File: config.mk
export PLATFORM = sky130hd
export DESIGN_NAME = dsl_ctrl
export DESIGN_NICKNAME = d
export VERILOG_FILES = /design/src/dsl_pkg.sv /design/src/dsl_ctrl.sv
export SDC_FILE = /design/constraint.sdc
export NUM_CORES = 1
export LEC_CHECK = 0
export BUFFER_PORTS_ARGS = -buffer_cell sky130_fd_sc_hd__buf_2
export CORE_MARGIN = 1
export CORE_UTILIZATION = 52
export CTS_CLUSTER_DIAMETER = 50
export DETAILED_ROUTE_END_ITERATION = 7
export HOLD_SLACK_MARGIN = 0.03
export PLACE_DENSITY = 0.81
export SYNTH_ARGS = -nofsm -noshare
export SYNTH_HDL_FRONTEND = slang
export SYNTH_SLANG_ARGS = --single-unit
File: constraint.sdc
create_clock -name clk -period 2.96 [get_ports clk]
set_clock_uncertainty 0.2 [all_clocks]
set_input_delay 0.296 -clock clk [delete_from_list [all_inputs] [get_ports clk]]
set_output_delay 0.296 -clock clk [all_outputs]
set_load 0.02 [all_outputs]
File: src/dsl_pkg.sv
// Shared constants, request codes and controller/datapath link types for the DAG sort core.
package dsl_pkg;

	localparam int MAX_NODES = 64;
	localparam int NODE_W    = $clog2(MAX_NODES);
	localparam int CNT_W     = $clog2(MAX_NODES + 1);
	localparam int FIELD_W   = 7;

	localparam logic [FIELD_W-1:0] NODE_COUNT_RST = 7'd64;

	// request codes carried on req_type
	localparam logic REQ_EDGE   = 1'b0;
	localparam logic REQ_FINISH = 1'b1;

	// commands from the controller to the datapath
	typedef struct packed {
		logic              load;
		logic              prep;
		logic              rd_row;
		logic [NODE_W-1:0] row;
		logic              pick;
		logic              apply;
		logic              finish;
	} dsl_cmd_t;

	// status from the datapath to the controller
	typedef struct packed {
		logic              n_zero;
		logic [NODE_W-1:0] last_row;
		logic              any_ready;
	} dsl_stat_t;

endpackage

File: src/dsl_ctrl.sv
// Controller state machine: sequences edge loading, in-degree count, sort and result word.
module dsl_ctrl (
	input  logic              clk,
	input  logic              arst_n,
	input  logic              start,
	input  logic              req_type,
	input  dsl_pkg::dsl_stat_t stat,
	output dsl_pkg::dsl_cmd_t  cmd,
	output logic              busy,
	output logic              done
);
	import dsl_pkg::*;

	typedef enum logic [6:0] {
		ST_IDLE   = 7'b0000001,
		ST_PREP   = 7'b0000010,
		ST_INDEG  = 7'b0000100,
		ST_DRAIN  = 7'b0001000,
		ST_SELECT = 7'b0010000,
		ST_APPLY  = 7'b0100000,
		ST_RESULT = 7'b1000000
	} state_t;

	state_t            state_q;
	state_t            state_nxt;
	logic [NODE_W-1:0] row_q;

	// decode state into commands and next state
	always_comb begin
		state_nxt = state_q;
		cmd       = '0;
		cmd.row   = row_q;
		unique case (state_q)
			ST_IDLE: begin
				if (start) begin
					if (req_type == REQ_FINISH) begin
						state_nxt = ST_PREP;
					end else begin
						cmd.load = 1'b1;
					end
				end
			end
			ST_PREP: begin
				cmd.prep  = 1'b1;
				state_nxt = stat.n_zero ? ST_RESULT : ST_INDEG;
			end
			ST_INDEG: begin
				cmd.rd_row = 1'b1;
				if (row_q == stat.last_row) begin
					state_nxt = ST_DRAIN;
				end
			end
			ST_DRAIN: begin
				state_nxt = ST_SELECT;
			end
			ST_SELECT: begin
				if (stat.any_ready) begin
					cmd.pick  = 1'b1;
					state_nxt = ST_APPLY;
				end else begin
					state_nxt = ST_RESULT;
				end
			end
			ST_APPLY: begin
				cmd.apply = 1'b1;
				state_nxt = ST_SELECT;
			end
			ST_RESULT: begin
				cmd.finish = 1'b1;
				state_nxt  = ST_IDLE;
			end
			default: begin
				state_nxt = ST_IDLE;
			end
		endcase
	end

	// advance state
	always_ff @(posedge clk or negedge arst_n) begin
		if (!arst_n) begin
			state_q <= ST_IDLE;
		end else begin
			state_q <= state_nxt;
		end
	end

	// row counter for the in-degree sweep
	always_ff @(posedge clk or negedge arst_n) begin
		if (!arst_n) begin
			row_q <= '0;
		end else if (cmd.prep) begin
			row_q <= '0;
		end else if (cmd.rd_row) begin
			row_q <= row_q + NODE_W'(1);
		end
	end

	assign busy = (state_q != ST_IDLE);
	assign done = (state_q == ST_RESULT);

endmodule

# After elaboration in Yosys (flattened, before gate mapping)
# Index checks and enable logic that the tools add are counted.
classes:
  add_sub_neg: 1
  n_eq_ne: 12
  muxes: 17
  reduce_logical: 3
ops:
  columns: ["operator", "count"]
  rows:
  - ["7-bit 2-to-1 mux", 5]
  - ["7-bit one-hot mux with 5 select lines", 1]
  - ["6-bit 2-to-1 mux", 2]
  - ["1-bit 2-to-1 mux", 9]
  - ["7-bit by 1-bit equality test with 1-bit output, second input constant", 1]
  - ["7-bit by 2-bit equality test with 1-bit output, second input constant", 1]
  - ["7-bit by 3-bit equality test with 1-bit output, second input constant", 1]
  - ["7-bit by 4-bit equality test with 1-bit output, second input constant", 1]
  - ["7-bit by 5-bit equality test with 1-bit output, second input constant", 1]
  - ["7-bit by 6-bit equality test with 1-bit output, second input constant", 1]
  - ["7-bit equality test, second input constant", 1]
  - ["7-bit by 1-bit inequality test with 1-bit output, second input constant", 1]
  - ["6-bit by 1-bit adder with 6-bit output, second input constant", 1]
  - ["6-bit equality test", 1]
  - ["2-bit inequality test, second input constant", 3]
  - ["3-bit AND reduction", 1]
  - ["2-bit nonzero test", 1]
  - ["2-bit OR reduction", 1]
totals:
  ff_bits: 13

# Logic depth before layout (Yosys ltp)
# Gate-level depths: netlist (run 1).
logic_depth:
  depth_word: 4
  depth_mapped: 5
  ltp_nobuf: 5

# Worst setup path before layout (run 1)
# OpenSTA, ideal clock, no wires.
synth_timing:
  path_kind: "flip-flop to output port"
  startpoint: "register state_q[3]"
  endpoint: "output cmd[0] (netlist bit)"
  t_arrival_ns: 1.796
  required_time_ns: 2.464
  path_slack_ns: 0.668
  stages_incl_launch_ff: 6
  path_buffers: 2
  path_cell_list: "dfrtp_1 > buf_2 > nor3_1 > nand2_1 > nor3b_1 > buf_4"
synth_lines:
  columns: ["element", "line_no", "text"]
  rows:
  - ["from (decl)", "dsl_ctrl.sv:24", "state_t state_q;"]
  - ["from (signal assigned)", "dsl_ctrl.sv:83", "state_q <= state_nxt;"]
  - ["to (decl)", "dsl_ctrl.sv:8", "output dsl_pkg::dsl_cmd_t cmd,"]

==> impl_metrics.csv, run 1 <==
group,metric,value,unit
logic_synthesis,netlist_instances,85,
placement,dpl_worst_slack,0.835,ns
global_route,grt_pass1_vias,615,
sta,min_period,2.43,ns
setup_path,cp-start-kind,"flip-flop",
logic_synthesis,synthDominantCellAreaShare,36.8,%
sta,finalHoldViolCount,0,
placement,numPortBuffers,25,
logic_synthesis,syn-mean-instance-area,9.61,µm²
cells_and_area,final_nets,129,
logic_synthesis,syn_nets,98,
sta,worst_slack,0.525,ns
setup_path,r2r_slack,0.98,ns
cts,clock-sinks,13,
global_route,grt_pass1_wl,2680,µm
drt,dr.pass1.iters,5,
setup_path,critPathMaxFanout,10,
placement,place_inst,123,
setup_path,cp.depth,4,
cts,clkTransAtPathRegs,0.07,ns
power_and_ir_drop,peakVddDrop,0.443,mV
drt,avgViaCountPerCell,5.73,
setup_path,cp.arrival,1.94,ns
setup_path,reg2reg_from,"state_q[1]",
power_and_ir_drop,p_leak,0.524,nW
setup_path,end_kind,"output port",
cells_and_area,mostFrequentLayoutCell,"buf_2",
drt,vias,745,
logic_synthesis,synthArstFlopShare,100,%
global_route,grt_max_degree,14,
cts,cts_buffers,3,
sta,finalSetupTns,0,ns
drt,drc,0,
sta,timing.final.crit_share,82.3,%
sta,rsz0062_at_grt,"false",
sta,drv_slew,0,
logic_synthesis,yosys_most_used_dff,"dfrtp_1",
drt,drt-total-wl,1720,µm
floorplanning,die_area,1730,µm²
setup_path,worst_path_dominant_cell_family,"simple AND/OR/NAND/NOR gates",
logic_synthesis,ys_seq_area_share,40.0,%
sta,max-slew-margin-rel,69.6,%
floorplanning,die_y,41.6,µm
sta,max_freq,411,MHz
cells_and_area,drive_gt1_share,32.2,%
global_route,antenna_found_initial,0,
global_route,grt_overflow_total,0,
power_and_ir_drop,power_density,591,nW/µm²
setup_path,path_buf_inv,2,
cells_and_area,fin_area,1000,µm²
floorplanning,row_count,13,
flow_run,drv_cap,0,
drt,drtAntennaViolNets,0,
logic_synthesis,yosys-top-cells-area,"dfrtp_1 37%, xor2_1 7.5%, nor2_1 5.1%",
logic_synthesis,yosysWarnings,0,
placement,hpwl,1310,µm
global_route,grt_util_met1,29.8,%
cts,worstSkewPairLatency,0.28,ns
cells_and_area,synthToLayoutAreaGrowth,23.0,%
floorplanning,dieWidth,41.6,µm
setup_path,cp.required,2.46,ns
setup_path,endpoint,"cmd[10]",
logic_synthesis,yosysTopAreaCell,"dfrtp_1",
placement,gp_congestion,0.818,
logic_synthesis,ys_ff_latch,13,
cts,max-clock-path-buffers,2,
sta,worst_pin_slew,0.452,ns
cts,clockRootBuffer,"clkbuf_4",
cts,cts_max_level,1,
setup_path,reg2reg_depth,4,
global_route,busiest_layer,"met1",
setup_path,max_stage_delay,0.54,ns
cells_and_area,antenna_cells,0,
floorplanning,initial_utilization,59.1,%
global_route,grt_use_met3,3.91,%
setup_path,path_class,"flip-flop to output port",
global_route,track_usage,20.4,%
setup_path,r2r-end,"row_q[1]",
hold_path,min-delay-path-class,"input port to flip-flop",
sta,setup_viol,0,
logic_synthesis,syn-cell-area,817,µm²
placement,dpl_cell_area,948,µm²
setup_path,cpMaxStageDelayCell,"dfrtp_1",
cells_and_area,finish.utilization,72.7,%
drt,first_iter_violations,18,
cells_and_area,stdcell_count,130,
setup_path,crit_chain,"nor3_1 > nand4b_1 > inv_1 > buf_2",
floorplanning,io_pins,26,
floorplanning,core-area,1380,µm²
setup_path,crit_path_start,"state_q[3]",
logic_synthesis,synth_cell_type_count,32,
cells_and_area,nFillCells,113,
logic_synthesis,synth_edf_count,0,
cells_and_area,layout_common_cells,"25 x buf_2, 12 x dfrtp_1, 11 x nor2_1",
cts,cts_setup_buffers,0,
outcome,status,"complete, no violations",
cts,cts_tree,"yes",
drt,wl_per_cell,13.2,µm
global_route,grt_use_met2,29.7,%
## stage by stage
| stage | hold slack [ns] | total power [W] |
|---|---|---|
| after floorplan | -0.200 | 0.000411 |
| after global placement | -0.00539 | 0.000473 |
| after detailed placement | 0.00166 | 0.000480 |
| after CTS | 0.0877 | 0.000596 |
| after global routing | 0.0912 | 0.000628 |
| final | 0.0881 | 0.000594 |
## kinds of logic after synthesis
family | count (synthesis) | share of synthesized area [%]
AOI/OAI and AO/OA | 10 | 7.96
buffers and inverters | 5 | 2.91
xor gates and xnor gates | 11 | 11.8
adders and majority gates | 1 | 1.53
DFF | 13 | 40.0
and+or+nand+nor | 43 | 33.4
muxes | 2 | 2.45
## per-layer routing
metal | wire [µm] | part of all wire [%]
met5 | 0 | 0
met4 | 27 | 1.6
met3 | 106 | 6.2
met2 | 773 | 45
met1 | 813 | 47
## power breakdown
| group | internal (W) | leakage, nW | switching, W |
|---|---|---|---|
| clock network | 0.0000523 | 0.0150 | 0.0000609 |
| registers | 0.000205 | 0.177 | 0.0000339 |
| logic | 0.0000949 | 0.332 | 0.000147 |
| total | 0.000352 | 0.524 | 0.000242 |
## sequential cells by signal, summed over array words and instances, names as in the netlist
name,count
row_q,6
state_q,7
## synth_stat cells (3+ instances only)
library cell and count:
a21oi_1 3, and3_1 6, dfrtp_1 12, inv_1 3, nand2_1 6, nor2_1 11, nor2b_1 4, xnor2_1 4
xor2_1 7
## final cells by class
type / instances / area [µm²] / share of cell area (%)
Multi-Input combinational cell: 67 / 467 / 46.5
Sequential cell: 13 / 327 / 32.5
Timing Repair Buffer: 28 / 155 / 15.4
Clock buffer: 4 / 26.3 / 2.62
Tap cell: 15 / 18.8 / 1.87
Inverter: 3 / 11.3 / 1.12
## timing repair
item / CTS / global route
hold buffers: 3 / 0
endpoints found under the hold margin: 15 / 0
gates resized for setup: 0 / 0
## worst min-delay path by stage
| stage | cells past startpoint | from | to | slack [ns] |
|---|---|---|---|---|
| after global placement | 1 | arst_n | row_q[3] | -0.005 |
| final | 2 | req_type | state_q[1] | 0.09 |
| after CTS | 2 | req_type | state_q[1] | 0.09 |
| after detailed placement | 1 | arst_n | row_q[3] | 0.002 |
| after floorplan | 0 | arst_n | row_q[0] | -0.20 |
| after global routing | 2 | req_type | state_q[1] | 0.09 |
No activity file was read; power rests on OpenSTA's default activity.
==> run 2, diff against run 1 <==
ABC_AREA = 1   (was not set)
CORE_UTILIZATION = 45   (was 52)
PLACE_DENSITY = 0.74   (was 0.81)
clock period = 2.21 ns   (was 2.96 ns; I/O delays follow)
==> impl_metrics.csv, run 2 <==
group,metric,value,unit
outcome,status,"complete, no violations",
logic_synthesis,yosysTopAreaCell,"dfrtp_1",
setup_path,r2r_slack,0.72,ns
cts,cts_resized,0,
cts,cts_max_level,1,
cells_and_area,nFillCells,179,
floorplanning,io_pins,26,
setup_path,cp.required,1.79,ns
global_route,grt_pass1_vias,688,
sta,worst_pin_slew,0.335,ns
logic_synthesis,ys_seq_area_share,36.7,%
cts,clockRootBuffer,"clkbuf_4",
sta,max-slew-margin-rel,77.5,%
placement,place_inst,166,
logic_synthesis,synthSimpleGateAreaFrac,37.7,%
global_route,track_usage,18.9,%
logic_synthesis,yosys_most_used_dff,"dfrtp_1",
global_route,grt_overflow_total,0,
cells_and_area,multiInputGateArea,457,µm²
cells_and_area,finish.utilization,61.4,%
cells_and_area,drive_gt1_share,33.8,%
logic_synthesis,synth_edf_count,0,
logic_synthesis,synthAdderAreaFrac,1.41,%
sta,finalHoldViolCount,0,
logic_synthesis,yosysWarnings,0,
global_route,grt_pass1_wl,2810,µm
sta,drv_slew,0,
setup_path,crit_chain,"nor2_1 > inv_1 > nor2_2 > nand2_1 > nor3b_2 > buf_2",
placement,hpwl,1440,µm
sta,finalSetupTns,0,ns
logic_synthesis,synth_mux_area_share,0,%
cells_and_area,stdcell_count,173,
logic_synthesis,yosys-top-cells-area,"dfrtp_1 34%, nand2_1 11%, inv_1 7.6%",
cells_and_area,mostFrequentLayoutCell,"nand2_1",
drt,dr_wl_met3,75,µm
drt,drc,0,
floorplanning,dieWidth,46.5,µm
logic_synthesis,yosysMostFrequentCell,"nand2_1",
setup_path,path_class,"flip-flop to output port",
setup_path,end_kind,"output port",
placement,gp_congestion,0.833,
drt,dr.pass1.iters,4,
logic_synthesis,synth_xor_area_share,4.92,%
cells_and_area,regArea,327,µm²
floorplanning,die_y,46.5,µm
setup_path,worst_path_dominant_cell_family,"simple AND/OR/NAND/NOR gates",
drt,routed-wl-met2,837,µm
logic_synthesis,synthDominantCellAreaShare,33.8,%
hold_path,min-delay-path-class,"input port to flip-flop",
power_and_ir_drop,peakVddDrop,0.357,mV
drt,vias,837,
cells_and_area,layout_common_cells,"26 x nand2_1, 25 x buf_2, 18 x inv_1",
setup_path,path_buf_inv,2,
cts,cts_setup_buffers,0,
cells_and_area,top_register,"state_q",
floorplanning,core-area,1780,µm²
floorplanning,die_area,2160,µm²
placement,dpl_worst_slack,0.556,ns
cells_and_area,final_nets,162,
sta,setup_viol,0,
setup_path,cpMaxStageDelayCell,"dfrtp_1",
power_and_ir_drop,finalPower,0.000836,W
drt,first_iter_violations,6,
logic_synthesis,netlist_instances,117,
power_and_ir_drop,power_density,764,nW/µm²
cells_and_area,antenna_cells,0,
logic_synthesis,syn-mean-instance-area,7.60,µm²
logic_synthesis,synth_cell_type_count,26,
cells_and_area,synthToLayoutAreaGrowth,23.1,%
drt,drtAntennaViolNets,0,
logic_synthesis,synthArstFlopShare,100,%
flow_run,drv_cap,0,
cts,cts_tree,"yes",
logic_synthesis,ys_ff_latch,13,
cells_and_area,largest_reg_flops,7,
cts,cts_buffers,3,
logic_synthesis,synth_common_cells,"26 x nand2_1, 18 x inv_1, 12 x dfrtp_1, 12 x nor2_1, 9 x nand3_1",
global_route,grt_max_degree,14,
drt,wl_per_cell,10.0,µm
logic_synthesis,synth_top_family_by_area,"simple AND/OR/NAND/NOR gates",
drt,wl_met1,796,µm
drt,avgViaCountPerCell,4.84,
cts,clkTransAtPathRegs,0.08,ns
logic_synthesis,synth_compound_area_share,7.31,%
placement,numPortBuffers,25,
logic_synthesis,syn-cell-area,890,µm²
cells_and_area,reg_top3,"state_q: 7 flops, row_q: 6 flops",
setup_path,cp.arrival,1.52,ns
drt,drt-total-wl,1730,µm
setup_path,critPathMaxFanout,4,
floorplanning,row_count,15,
sta,min_period,1.94,ns
power_and_ir_drop,p_leak,0.598,nW
sta,max_freq,515,MHz
cts,worstSkewPairLatency,0.27,ns
cts,cts.hold.buffers_added,3,
floorplanning,initial_utilization,49.9,%
sta,timing.final.crit_share,87.9,%
logic_synthesis,syn_nets,130,
sta,rsz0062_at_grt,"false",
setup_path,max_stage_delay,0.41,ns
sta,worst_slack,0.267,ns
drt,highest_layer,"met4",
cts,clock-sinks,13,
cts,max-clock-path-buffers,2,
global_route,antenna_found_initial,0,
setup_path,cp-start-kind,"flip-flop",
## run 2: cell types whose count changed after synthesis, moves of 3 or more
cell / change
nand2_1: +20
inv_1: +15
nand3_1: +7
and3_1: -6
inv_2: +6
nor2b_1: -4
xor2_1: -4
nor2_4: +3
o21ai_1: +3
## run 2: stage by stage
step	hold WS [ns]	cell area, µm²
after floorplan	-0.275	890
after global placement	-0.0775	1040
after detailed placement	-0.0803	1040
after CTS	0.0412	1090
after global routing	0.0560	1090
final	0.0388	1090
## run 2: kinds of logic (layout without fill, tap and decap cells)
group | after synthesis | after routing
buffers and inverters | 26 | 57
XOR/XNOR | 5 | 5
AND/OR/NAND/NOR | 62 | 62
adder cells (fa/ha/maj) | 1 | 1
AO/OA/AOI/OAI | 10 | 10
flip-flops | 13 | 13
## run 2: power breakdown
group / internal, W / switching [W]
clock: 0.0000698 / 0.0000728
sequential: 0.000280 / 0.0000422
combinational: 0.000124 / 0.000248
total: 0.000473 / 0.000363
## run 2: tightest hold or removal path, cell delays in order
cell and delay [ns]:
buf_2 0.08, nand2_1 0.06, nand3_2 0.09, nand2_1 0.05
## run 2: area by class of cell
type | instances | share of cell area, %
repair buffers | 28 | 14.2
well taps | 25 | 2.86
multi-input cells | 78 | 41.7
inverters | 25 | 9.03
clock buffers | 4 | 2.40
flip-flops and latches | 13 | 29.8
## run 2: final timing paths
check | startpoint | end | cells past startpoint
min | start | state_q[0] | 4
min reg2reg | state_q[3] | state_q[3] | 2
max | state_q[2] | cmd[11] | 6
min in group asynchronous | arst_n | row_q[4] | 2
max reg2reg | state_q[2] | row_q[5] | 6
max in group asynchronous | arst_n | state_q[0] | 2
## run 2: per-layer routing
metal  GRT usage, %  up-vias
met4           7.06        0
met1           25.7      383
li1               -      429
met3           3.53        4
met5              0        -
met2           29.4       21
==> run 3, diff against run 2 <==
ABC_AREA = not set   (was 1)
CELL_PAD_IN_SITES_DETAIL_PLACEMENT = 1   (was not set)
CELL_PAD_IN_SITES_GLOBAL_PLACEMENT = 1   (was not set)
CORE_UTILIZATION = 33   (was 45)
PLACE_DENSITY = not set   (was 0.74)
PLACE_DENSITY_LB_ADDON = 0.1   (was not set)
==> impl_metrics.csv, run 3 (synthesis gave the netlist of run 1 again) <==
group,metric,value,unit
floorplanning,core-area,2280,µm²
drt,wl_per_cell,14.2,µm
floorplanning,io_pins,26,
floorplanning,die_y,51.8,µm
cts,cts_tree,"yes",
cells_and_area,antenna_cells,0,
setup_path,path_buf_inv,1,
cells_and_area,reg_top3,"state_q: 7 flops, row_q: 6 flops",
drt,vias,765,
floorplanning,row_count,17,
placement,gp_congestion,0.804,
sta,max_freq,464,MHz
cells_and_area,synthToLayoutAreaGrowth,37.1,%
setup_path,r2r_slack,0.13,ns
drt,drt-total-wl,2170,µm
global_route,grt_max_degree,14,
placement,numPortBuffers,25,
sta,timing.final.crit_share,97.5,%
cells_and_area,mostFrequentLayoutCell,"buf_2",
floorplanning,dieWidth,51.8,µm
sta,worst_pin_slew,0.444,ns
drt,avgViaCountPerCell,5.00,
setup_path,max_stage_delay,0.60,ns
cts,worstSkewPairLatency,0.28,ns
drt,dr.pass1.iters,4,
setup_path,cpMaxStageDelayCell,"or4_4",
floorplanning,die_area,2680,µm²
drt,first_iter_violations,15,
cts,clock-sinks,13,
global_route,grt_pass1_vias,733,
setup_path,worst_path_dominant_cell_family,"simple AND/OR/NAND/NOR gates",
global_route,grt_overflow_total,0,
outcome,status,"complete, no violations",
global_route,grt_pass1_wl,3550,µm
cts,max-clock-path-buffers,2,
setup_path,r2r-end,"row_q[5]",
cells_and_area,layout_common_cells,"25 x buf_2, 11 x dfrtp_1, 10 x nor2_1",
placement,dpl_worst_slack,0.245,ns
cells_and_area,largest_reg_flops,7,
cts,clkTransAtPathRegs,0.09,ns
sta,drv_slew,0,
drt,drc,0,
cts,cts_max_level,1,
hold_path,hold_end,"state_q[3]",
power_and_ir_drop,power_density,773,nW/µm²
setup_path,reg2reg_depth,5,
setup_path,cp-start-kind,"flip-flop",
setup_path,cp.required,1.79,ns
cells_and_area,top_register,"state_q",
cts,clockRootBuffer,"clkbuf_4",
cells_and_area,final_nets,139,
power_and_ir_drop,p_leak,0.578,nW
setup_path,cp.arrival,1.73,ns
sta,worst_slack,0.0552,ns
setup_path,path_class,"flip-flop to output port",
hold_path,worstHoldStart,"start",
setup_path,end_kind,"output port",
cells_and_area,multiInputGateArea,484,µm²
sta,finalHoldViolCount,0,
placement,dpl_cell_area,992,µm²
cells_and_area,drive_gt1_share,39.2,%
drt,drtAntennaViolNets,0,
placement,hpwl,1580,µm
sta,min_period,2.15,ns
flow_run,drv_cap,0,
cells_and_area,nFillCells,262,
power_and_ir_drop,peakVddDrop,0.390,mV
floorplanning,initial_utilization,35.9,%
hold_path,hold_depth,4,
cells_and_area,fin_area,1120,µm²
sta,setup_viol,0,
cts,cts_buffers,3,
power_and_ir_drop,finalPower,0.000866,W
global_route,antenna_found_initial,0,
setup_path,critPathMaxFanout,4,
hold_path,min-delay-path-class,"input port to flip-flop",
setup_path,reg2reg_from,"state_q[6]",
cells_and_area,regArea,328,µm²
global_route,track_usage,18.4,%
sta,max-slew-margin-rel,70.1,%
setup_path,crit_chain,"or4_4 > nor2_4 > and3_1 > buf_2",
run 3: cell count changes in the layout (fill, tap and decap cells not counted), sizes merged, moves of 3 or more:
cell / previous run / this run
nand3: 12 / 3
inv: 24 / 3
buf: 25 / 33
nor3: 0 / 3
o21ai: 6 / 2
nand2: 28 / 6
nor2b: 0 / 4
nor4: 1 / 4
nor2: 17 / 12
and3: 0 / 6
xor2: 3 / 7
run 3: power breakdown:
part / internal [W] / leakage [nW] / switching, W
clock: 0.0000699 / 0.0150 / 0.0000848
sequential: 0.000275 / 0.175 / 0.0000381
combinational: 0.000169 / 0.388 / 0.000229
total: 0.000513 / 0.578 / 0.000352
run 3: cell type report:
| cell class | instances | share of cell area [%] |
|---|---|---|
| Tap cell | 28 | 3.13 |
| Inverter | 3 | 1.01 |
| Sequential cell | 13 | 29.3 |
| Timing Repair Buffer | 38 | 21.0 |
| Multi-Input combinational cell | 67 | 43.2 |
| Clock buffer | 4 | 2.35 |
run 3: tightest hold or removal path, cell delays in order:
cell and delay (ns):
buf_2 0.11, nand2_1 0.08, a21oi_1 0.07, nor2_1 0.07
run 3: how the worst max path moves through the flow:
stage / startpoint / end / slack, ns / depth (start not counted)
after floorplan: state_q[1] / row_q[1] / 0.21 / 4
after global placement: state_q[4] / state_q[6] / 0.21 / 5
after detailed placement: state_q[4] / state_q[6] / 0.24 / 5
after CTS: state_q[6] / cmd[2] / 0.03 / 4
after global routing: state_q[4] / cmd[10] / -0.001 / 4
final: state_q[6] / cmd[2] / 0.06 / 4
run 3: what timing repair did:
action                     in CTS  in global routing
setup endpoints to repair       3                  1
hold endpoints to repair       17                  0
setup buffers                   1                  4
pin swaps                       1                  1
hold buffers                    5                  0
resized for setup               2                  2
run 3: per-stage QoR:
step | setup TNS [ns] | std cells | hold slack (ns) | utilization (%)
6_report | 0 | 153 | 0.114 | 49.2
5_1_grt | -0.00129 | 153 | 0.156 | 49.2
4_1_cts | 0 | 149 | 0.111 | 47.6
3_5_place_dp | 0 | 139 | -0.0634 | 43.6
3_3_place_gp | 0 | 139 | -0.0657 | 43.6
2_1_floorplan | 0 | 85 | -0.275 | -
run 3: metal layers:
metal,GRT usage (%),up-vias,share of wire [%]
met5,0,-,0
met4,4.95,0,0
met3,2.63,0,3.3
met2,28.8,20,46
met1,26.2,367,50
li1,-,378,-
